$ cat src/rtl/bcss_pkg.sv
package bcss_pkg;

  localparam int unsigned FRAC_BITS = 16;
  localparam logic [16:0] ONE_Q  = 17'h10000;
  localparam logic [16:0] HALF_Q = 17'h08000;

  localparam logic ACT_LOAD = 1'b0;
  localparam logic ACT_PATH = 1'b1;

  localparam logic [1:0] MODE_MONO  = 2'd0;
  localparam logic [1:0] MODE_WORST = 2'd1;
  localparam logic [1:0] MODE_BEST  = 2'd2;

  localparam logic [2:0] REG_NOTIONAL = 3'd0;
  localparam logic [2:0] REG_GEARING  = 3'd1;
  localparam logic [2:0] REG_DOWN     = 3'd2;
  localparam logic [2:0] REG_OFF      = 3'd3;
  localparam logic [2:0] REG_MODE     = 3'd4;

  typedef struct packed {
    logic [47:0] notional;
    logic [31:0] gearing;
    logic        down;
    logic        off;
    logic [1:0]  mode;
  } cfg_t;

  typedef struct packed {
    logic               action;
    logic [2:0]         idx;
    logic signed [31:0] barrier;
    logic [47:0]        cap;
    logic [31:0]        smin;
    logic [31:0]        smax;
    logic signed [31:0] gain;
    logic signed [31:0] perf;
    logic               last;
  } item_t;

  typedef struct packed {
    logic signed [31:0] barrier;
    logic [47:0]        cap;
    logic [31:0]        lo;
    logic [31:0]        hi;
  } entry_t;

  typedef enum logic [3:0] {
    ST_IDLE,
    ST_READ,
    ST_MULLO,
    ST_MULHI,
    ST_DIVSET,
    ST_DIV,
    ST_CLAMP,
    ST_FRACSET,
    ST_FRAC,
    ST_YSEL,
    ST_SPREAD,
    ST_COMBINE
  } bstate_e;

  // index modulo table depth, by repeated subtraction on a 3-bit value
  function automatic logic [5:0] idx_mod(logic [2:0] v, int unsigned m);
    int r;
    r = int'(v);
    for (int i = 0; i < 8; i++) begin
      if (r >= int'(m)) begin
        r = r - int'(m);
      end
    end
    return 6'(r);
  endfunction

endpackage

$ cat src/rtl/bcss_front.sv
module bcss_front (
  input  logic               action_i,
  input  logic [2:0]         underlying_index_i,
  input  logic signed [31:0] barrier_level_i,
  input  logic [31:0]        delta_max_i,
  input  logic [31:0]        fx_rate_i,
  input  logic [31:0]        spread_min_i,
  input  logic [31:0]        spread_max_i,
  input  logic signed [31:0] regressed_gain_i,
  input  logic signed [31:0] underlying_performance_i,
  input  logic               last_underlying_i,
  output bcss_pkg::item_t    item_o
);
  import bcss_pkg::*;

  logic [63:0] cap_full;

  // delta cap in Q32.F; the 64-bit product shifted by F always fits 48 bits
  assign cap_full = delta_max_i * fx_rate_i;

  always_comb begin
    item_o         = '0;
    item_o.action  = action_i;
    item_o.last    = last_underlying_i;
    if (action_i == ACT_LOAD) begin
      item_o.idx     = underlying_index_i;
      item_o.barrier = barrier_level_i;
      item_o.cap     = 48'(cap_full >> FRAC_BITS);
      item_o.smin    = spread_min_i;
      item_o.smax    = spread_max_i;
    end else begin
      item_o.gain = regressed_gain_i;
      item_o.perf = underlying_performance_i;
    end
  end

endmodule

$ cat config.mk
export PLATFORM = sky130hd
export DESIGN_NAME = bcss_front
export DESIGN_NICKNAME = d
export VERILOG_FILES = /design/src/rtl/bcss_pkg.sv /design/src/rtl/bcss_front.sv
export SDC_FILE = /design/constraint.sdc
export NUM_CORES = 2
export LEC_CHECK = 0
export BUFFER_PORTS_ARGS = -buffer_cell sky130_fd_sc_hd__buf_2
export CAP_MARGIN = 10
export CORE_ASPECT_RATIO = 0.8
export CORE_UTILIZATION = 47
export DETAILED_ROUTE_END_ITERATION = 10
export GPL_ROUTABILITY_DRIVEN = 0
export GPL_TIMING_DRIVEN = 0
export PLACE_DENSITY = 0.78
export REMOVE_ABC_BUFFERS = 1
export SLEW_MARGIN = 20
export SYNTH_ARGS = -nofsm -noshare
export SYNTH_HDL_FRONTEND = slang
export SYNTH_SLANG_ARGS = --single-unit
$ cat constraint.sdc
create_clock -name vclk -period 46.3
set_input_delay 13.89 -clock vclk [all_inputs]
set_output_delay 13.89 -clock vclk [all_outputs]
set_load 0.005 [all_outputs]
Yosys cells after proc, flatten, opt, wreduce, memory -nomap -nowiden. Cells that the tools add are included.

Flip-flop bits (word level): 0. Input port bits: 229. Output and inout port bits: 213. Logic and storage cells: 3.

$mul: 1. Multiplexer cells: 2.

Operators by type and width (count): $mux 147 (1); $mul 32x32->64 (1); $mux 64 (1).

Depth between registers and ports, before layout.
Depth after elaboration: 2. Depth in mapped cells: 28. Mapped depth without buffers: 26.

Worst setup path before layout. Ideal clock, no wire load.

Path kind: input-to-output. Start: input fx_rate_i[2]. End: output item_o[173] in the netlist's numbering. Data arrival time: 20.740 ns. Data required time: 32.410 ns. Setup slack: 11.670 ns. Stages on the path: 26. Buffers on the path: 2. Path through: clkbuf_1 and2_1 fa_1 inv_1 fa_1 fa_1 fa_1 inv_1 fa_1 inv_1 fa_1 inv_1 fa_1 fa_1 ha_1 buf_2 nand2_2 or3_4 and3_4 a22oi_4 nand4_4 a2111oi_4 o311ai_4 a21oi_2 nor4_1 a311o_1.

RTL lines: start, declared (RTL line bcss_front.sv:6) `input logic [31:0] fx_rate_i,`; end, declared (RTL line bcss_front.sv:12) `output bcss_pkg::item_t item_o`.

==> run metrics <==
status=completed; IO Port Bufs=440; top cell type's share of synthesized area=52.04%; Detailed Routing Iterations Pass 1=6; IO Count=442; Residual DRC=0; initial antenna violation count=11; Area contributors post-synth=fa_1 52%, and2_1 12%, ha_1 9.4%, inv_1 9.4%, nand2_1 5.3%; Netlist cell types=between 50 and 60; average wire per standard cell=20.95 um; first-pass GRT wire length=between 150 and 200 mm; Antenna Nets Post-Route=0; Post-Synthesis Cells=3899; Seq Cell Count=0; HP Class=primary input to output pin; largest net degree at the start of global routing=150; max_cap viols=0; RSZ-0062 raised after global routing=false; Die X=304.6 um; GRT Util Overall=29.03%; Cell Area, Synth=34430 sq um; Core ar.=72230 sq um; # clk buffers=0; Req. time, crit path=32.41 ns; fin nets=5481; Multi-input gate area=30250 sq um; dpl hpwl=78.30 mm; Hold-fix buffers, CTS=0; vias=between 20k and 30k; Final Critical Period=36.52 ns; number of global-route vias before repair=28.92k; GR Overflow Total=0; initial core utilization=47.66%; # Post-CTS Setup Buffers=0; number of fillers in the final layout=6589; layout cells sized above 1=11.14%; Starting DRT DRC Count=2082; final hold violations=0; post-synthesis sequential area ratio=0%; average size of a mapped cell=8.830 sq um; area leader, netlist=fa_1; FF+latch area=0 sq um; Routed WL=roughly 110 mm; Slew Limit Fails=0; kind of critical path=primary input to output pin; synth warn=0; P&R area growth vs syn=7.265%; accumulated negative setup slack=0 ns; fmax=27.39 MHz; Worst Path Max Fanout=32; Max-slew headroom=around 28%; num rows=88; Setup crit end kind=output pin; Tcrit/Tclk final=78.87%; vias per inst=between 5 and 6; Worst setup SP type=primary input; Setup-failing EPs final=0; crit path DAT=22.63 ns; Resize count post-CTS=0; worst slew pin tran=1.082 ns; die height=244.1 um; Die Area=74340 sq um; Final Util=51.13%
-- layer usage --
layer / global-route usage [%] / vias up / routed length (um)
met1: 37.47 / 13729 / 39710
met4: 11.66 / 4 / 5005
met5: 0 / - / 22
met3: 7.670 / 261 / 12320
li1: - / 11647 / -
met2: 46.54 / 1588 / 48600
-- Yosys cell counts, types with 10 or more instances --
cell type	count
nor3_1	10
nand4_1	25
clkbuf_1	240
a21o_1	31
fa_1	895
xor2_1	17
nor2_1	66
and2_1	655
o21ai_0	31
a31oi_1	10
ha_1	260
a21oi_1	69
xnor2_1	30
nand2_1	484
nor2b_1	107
o21bai_1	18
inv_1	864
-- layout make-up --
class                           count  area share [%]
Antenna cell                        4         0.02711
Inverter                          864           8.782
Multi-Input combinational cell   2790           81.92
Timing Repair Buffer              441           6.065
Tap cell                          945           3.202
-- cells by family (layout without fill, tap and decap cells) --
logic type	count (synthesis)	in the layout	share of synthesized area [%]
compound gates	208	208	4.056
xor+xnor	47	47	1.196
fa+ha+maj	1155	1155	61.49
buf+inv	1109	1305	12.12
mux	2	2	0.06541
other cells	0	4	0
simple gates	1378	1378	21.06
-- per-stage QoR --
| stage | cell area, sq um | setup slack, ns | hold slack [ns] | instances |
|---|---|---|---|---|
| 3_5_place_dp | 36920 | 9.979 | 27.78 | 5040 |
| 3_3_place_gp | 36880 | 9.998 | 27.78 | 5039 |
| 6_report | 36930 | 9.784 | 27.78 | 5044 |
| 5_1_grt | 36930 | 9.514 | 27.78 | 5043 |
| 2_1_floorplan | 33500 | 11.84 | 27.78 | 3654 |
| 4_1_cts | 36920 | 9.952 | 27.78 | 5040 |
-- layout by cell type (no fill, tap or decap), types with 18 or more instances in the layout --
cell,Yosys,routed
nand4_1,25,25
ha_1,260,260
o21bai_1,18,18
o21ai_0,31,31
xnor2_1,30,30
nor2_1,66,66
nand2_1,484,484
a21oi_1,69,69
and2_1,655,655
nor2b_1,107,107
buf_2,3,439
inv_1,864,864
a21o_1,31,31
fa_1,895,895
-- worst max-delay path: stages --
cell	delay [ns]
buf_2	0.76
nand2_1	0.21
fa_1	0.58
inv_1	0.05
fa_1	0.50
inv_1	0.06
fa_1	0.54
inv_1	0.05
fa_1	0.47
fa_1	0.52
fa_1	0.43
fa_1	0.56
fa_1	0.46
ha_1	0.46
nand4_1	0.33
nor3_1	0.42
o2111a_1	0.24
o41a_1	0.19
a211oi_2	0.11
a2111oi_2	0.79
o21ai_0	0.22
a21boi_0	0.27
nor3_1	0.07
nor3_1	0.21
buf_2	0.17
-- final timing paths --
kind,startpoint,end,slack [ns],depth (start not counted)
setup / recovery,delta_max_i[7],item_o[176],9.78,25
hold / removal,last_underlying_i,item_o[0],27.78,0
