**src/rtl/bcss_pkg.sv**
```systemverilog
package bcss_pkg;

  localparam int unsigned FRAC_BITS = 16;
  localparam logic [16:0] ONE_Q  = 17'h10000;
  localparam logic [16:0] HALF_Q = 17'h08000;

  localparam logic ACT_LOAD = 1'b0;
  localparam logic ACT_PATH = 1'b1;

  localparam logic [1:0] MODE_MONO  = 2'd0;
  localparam logic [1:0] MODE_WORST = 2'd1;
  localparam logic [1:0] MODE_BEST  = 2'd2;

  localparam logic [2:0] REG_NOTIONAL = 3'd0;
  localparam logic [2:0] REG_GEARING  = 3'd1;
  localparam logic [2:0] REG_DOWN     = 3'd2;
  localparam logic [2:0] REG_OFF      = 3'd3;
  localparam logic [2:0] REG_MODE     = 3'd4;

  typedef struct packed {
    logic [47:0] notional;
    logic [31:0] gearing;
    logic        down;
    logic        off;
    logic [1:0]  mode;
  } cfg_t;

  typedef struct packed {
    logic               action;
    logic [2:0]         idx;
    logic signed [31:0] barrier;
    logic [47:0]        cap;
    logic [31:0]        smin;
    logic [31:0]        smax;
    logic signed [31:0] gain;
    logic signed [31:0] perf;
    logic               last;
  } item_t;

  typedef struct packed {
    logic signed [31:0] barrier;
    logic [47:0]        cap;
    logic [31:0]        lo;
    logic [31:0]        hi;
  } entry_t;

  typedef enum logic [3:0] {
    ST_IDLE,
    ST_READ,
    ST_MULLO,
    ST_MULHI,
    ST_DIVSET,
    ST_DIV,
    ST_CLAMP,
    ST_FRACSET,
    ST_FRAC,
    ST_YSEL,
    ST_SPREAD,
    ST_COMBINE
  } bstate_e;

  // index modulo table depth, by repeated subtraction on a 3-bit value
  function automatic logic [5:0] idx_mod(logic [2:0] v, int unsigned m);
    int r;
    r = int'(v);
    for (int i = 0; i < 8; i++) begin
      if (r >= int'(m)) begin
        r = r - int'(m);
      end
    end
    return 6'(r);
  endfunction

endpackage

```
**src/rtl/bcss_fifo.sv**
```systemverilog
module bcss_fifo (
  input  logic            clk_i,
  input  logic            rst_ni,
  input  logic            push_i,
  input  bcss_pkg::item_t data_i,
  output logic            full_o,
  input  logic            pop_i,
  output bcss_pkg::item_t data_o,
  output logic            empty_o
);
  import bcss_pkg::*;

  item_t      mem_q [2];
  logic       wp_q, wp_d, rp_q, rp_d;
  logic [1:0] cnt_q, cnt_d;
  logic       do_push, do_pop;

  assign full_o  = (cnt_q == 2'd2);
  assign empty_o = (cnt_q == 2'd0);
  assign data_o  = mem_q[rp_q];
  assign do_push = push_i && !full_o;
  assign do_pop  = pop_i && !empty_o;

  always_comb begin
    wp_d  = do_push ? !wp_q : wp_q;
    rp_d  = do_pop ? !rp_q : rp_q;
    cnt_d = cnt_q + 2'(do_push) - 2'(do_pop);
  end

  always_ff @(posedge clk_i or negedge rst_ni) begin
    if (!rst_ni) begin
      wp_q  <= 1'b0;
      rp_q  <= 1'b0;
      cnt_q <= 2'd0;
    end else begin
      wp_q  <= wp_d;
      rp_q  <= rp_d;
      cnt_q <= cnt_d;
    end
  end

  always_ff @(posedge clk_i) begin
    if (do_push) begin
      mem_q[wp_q] <= data_i;
    end
  end

endmodule

```
**config.mk**
```make
export PLATFORM = sky130hd
export DESIGN_NAME = bcss_fifo
export DESIGN_NICKNAME = d
export VERILOG_FILES = /design/src/rtl/bcss_pkg.sv /design/src/rtl/bcss_fifo.sv
export SDC_FILE = /design/constraint.sdc
export NUM_CORES = 1
export LEC_CHECK = 0
export ABC_AREA = 1
export BUFFER_PORTS_ARGS = -buffer_cell sky130_fd_sc_hd__clkbuf_2
export CORE_MARGIN = 2
export CORE_UTILIZATION = 25
export DETAILED_ROUTE_END_ITERATION = 10
export GPL_TIMING_DRIVEN = 0
export SYNTH_ARGS = -nofsm -noshare
export SYNTH_HDL_FRONTEND = slang
export SYNTH_SLANG_ARGS = --single-unit
```
**constraint.sdc**
```tcl
create_clock -name clk_i -period 10.4 [get_ports clk_i]
set_input_delay 0.52 -clock clk_i [delete_from_list [all_inputs] [get_ports clk_i]]
set_output_delay 0.52 -clock clk_i [all_outputs]
set_load 0.005 [all_outputs]
```
# [Word level (Yosys, flattened, before mapping)]
# Memory sizes are Yosys's and may differ from the RTL's.
# Index checks and enable logic that the tools add are counted.
[word_totals] regBits=4 in_bits=217 memories=1 ram_bits=426
[op_classes] n_addsub=2 mux=2 n_reduce_logical=7 eq_ne=1
[mem_list] name="mem_q" depth=2 word_bits=213 rd=1 rd_clocked_by_memory_dff=0 wr=1 line_no="bcss_fifo.sv:13" text="item_t mem_q [2];"
[op_table] operator="logical NOT 1 bit" count=4
[op_table] operator="adder 2 x 1 -> 2 bit" count=1
[op_table] operator="equality test 2 bit (second input constant)" count=1
[op_table] operator="logical AND 1 bit" count=2
[op_table] operator="logical NOT 2 bit" count=1
[op_table] operator="2-to-1 mux 1 bit" count=2
[op_table] operator="subtractor 2 x 1 -> 2 bit" count=1

# [Longest topological paths before layout]
[logic_depth] ltp_word=5 depth_mapped=10 ltp_nobuf=10

# [Worst setup path after synthesis]
# No wires, ideal clock.
[synth_path] path_type="input to register" from="input push_i" to="memory mem_q[1][0] (netlist bit) (enable)" path_buffers=0 setup_slack_ps=178 arrival_time_ps=9432 t_required_ps=9611 setup_time_ps=789 cell_stages=2 path_cell_list="nand2_1 -> nor2_1"
[synth_via] elab_chain_cells=3
[synth_lines] element="start, declared" line_no="bcss_fifo.sv:4" text="input logic push_i,"
[synth_lines] element="logical AND 1 bit" line_no="bcss_fifo.sv:21" text="assign do_push = push_i && !full_o;"
[synth_lines] element="2-to-1 mux 1 bit" line_no="bcss_fifo.sv:43" text="if (do_push) begin"
[synth_lines] element="2-to-1 mux 1 bit (not written as such)" line_no="bcss_fifo.sv:44" text="mem_q[wp_q] <= data_i;"
[synth_lines] element="end, declared" line_no="bcss_fifo.sv:13"
# Every way passes these cells.

==> metrics.txt <==
status=complete, no violations; sw power=1.92 mW; f_max=386 MHz; Post-DP HPWL=28200 um; time the worst path needs with I/O delays and setup=2590 ps; setup violators final=0; critical path type=flop to primary output; Fin. Hold Viols=0; TritonCTS Buffers=48; worst-path maximum fanout=10; Placeable Area=0.0627 sq mm; IO Count=432; antenna violations before repair=5; antenna diode count=0; sequential share of power=41.6%; Slew Limit Fails=0; largest net degree at the start of global routing=116; CTS tree=done; reg2reg start=cnt_q[1]; Setup crit end kind=primary output; RD Place Congestion=0.740; initial DRC count=623; WL final=40000 um; Max Cap Violations=0; CTS Root Cell=clkbuf_16; leakage=8.86 nW; part of the power in combinational logic=31.4%; Layout area overhead=31.1%; Hold Path Origin=data_i[172]; Hold Crit Class=primary input to flop; Max VDD drop=0.166 mV; syn nets=1365; fraction of layout cells with a size suffix above 1=33.3%; Switching Fraction=32.7%; Slew headroom=42.0%; Chip Height=255 um; Via Count=10100; worst slew pin tran=870 ps; Die X-Extent=255 um; vias in the first global route=9901; R2R cell count=4; site row count=92; die area=0.0652 sq mm; Seq cells post-synth=430; Buffers on Ports=431; remaining antenna violation count=0; Worst Hold Path EP=mem_q[1][172]; Seq/Total Area, Yosys=81.7%; Mapped Area=0.0158 sq mm; Req. time, crit path=9880 ps; Yosys cell types=12; post-CTS setup buffer count=0; commonest non-fill, non-tap cells in the layout=652 x nand2_1, 431 x clkbuf_2, 426 x edfxtp_1; DR pass1 iterations=5; Hold WS=144 ps; CTS H-Tree Depth=2; Initial Utilization=25.2%; setup TNS=0 ps; Cell Int Power=3.95 mW; CP arrival=2070 ps; clk_skew=14.1 ps; R2R Path End=mem_q[0][76]; Power Density=283 mW/mm^2; reg2reg setup slack=8010 ps; Final Cycle Share=24.9%; unrepaired setup endpoints after global routing=false; Syn Area/Cell=13.8 sq um; global route overflow=0; clock share of power=27.0%; CP Launch Point=rp_q; Final Util=33.0%; Worst-path clk slew=60 ps; DRC Markers=0; Clock Tree Buf Depth=3; final net count=1856; Vias/cell=4.00; startpoint types=flop; WL/cell=15.9 um; leading cell type in the layout, fill and taps excluded=nand2_1; Yosys warning count=0; clk_lat worst skew=560 ps; synthesized instance count=1146; Hold Path Depth=1; Sink Count=430; GRT Total Usage=11.6%; first-pass GRT wire length=57200 um
## power by group through the flow
stage | sequential (mW) | combinational [mW] | clock, mW
6_report | 2.44 | 1.84 | 1.59
5_1_grt | 2.47 | 2.08 | 1.70
4_1_cts | 2.44 | 1.90 | 1.64
3_5_place_dp | 2.48 | 1.89 | 0
3_3_place_gp | 2.67 | 1.81 | 0
2_1_floorplan | 2.58 | 0.913 | 0
## cell usage after synthesis (all sizes together)
library cell	n	area [sq um]
nor2	1	3.75
buf	47	359
ha	2	25.0
edfxtp	426	12800
nand3	3	15.0
inv	11	43.8
dfrtp	4	100
nand2	652	2450
## layer usage
| metal | global-route usage, % | up-vias | routed length, um |
|---|---|---|---|
| li1 | - | 4867 | - |
| met5 | 0 | - | 41 |
| met2 | 20.2 | 351 | 19900 |
| met4 | 3.78 | 6 | 917 |
| met3 | 5.34 | 70 | 4340 |
| met1 | 12.3 | 4772 | 14700 |
## worst max path at each step
stage,to,slack (ps),cells past startpoint
after detailed placement,mem_q[0][85],7900,4
after CTS,data_o[50],7630,6
after floorplan,mem_q[1][0],180,2
final,data_o[49],7810,6
after global routing,data_o[50],7550,6
after global placement,mem_q[1][118],-5550,3
## state kept, by name, summed over array words and instances, names as in the netlist
name,flops
mem_q,426
rp_q,1
cnt_q,2
wp_q,1
## critical path: stages, from the launching register on
cell      delay (ps)
dfrtp_1          350
buf_4            180
inv_4            140
buf_2            320
nand2_1           80
nand2_1          240
clkbuf_2         190
## per-stage QoR
| stage | instances | setup slack (ps) | cell area, sq um | total power, mW |
|---|---|---|---|---|
| 2_1_floorplan | 1146 | 178 | 15800 | 3.49 |
| 3_3_place_gp | 2423 | -5550 | 19000 | 4.48 |
| 3_5_place_dp | 2432 | 7900 | 19200 | 4.37 |
| 4_1_cts | 2519 | 7630 | 20700 | 5.99 |
| 5_1_grt | 2519 | 7550 | 20700 | 6.26 |
| 6_report | 2519 | 7810 | 20700 | 5.87 |
## cell type report
type / instances / area, sq um
Multi-Input combinational cell: 658 / 2500
Tap cell: 846 / 1060
Timing Repair Buffer: 441 / 2360
Fill cell: 6244 / 42000
Sequential cell: 430 / 12900
Clock buffer: 58 / 1260
Clock inverter: 28 / 216
Inverter: 11 / 51.3
Buffer: 47 / 359
## what timing repair did
action                                 4_1_cts  5_1_grt
endpoints found under the hold margin        4        0
gates resized for setup                      0        0
hold buffers                                 1        0
## logic make-up after synthesis
group                    synth area share (%)
adder cells (fa/ha/maj)                 0.158
buffers and inverters                    2.55
flip-flops                               81.7
AND/OR/NAND/NOR                          15.6
No activity file was read; power rests on OpenSTA's default activity.
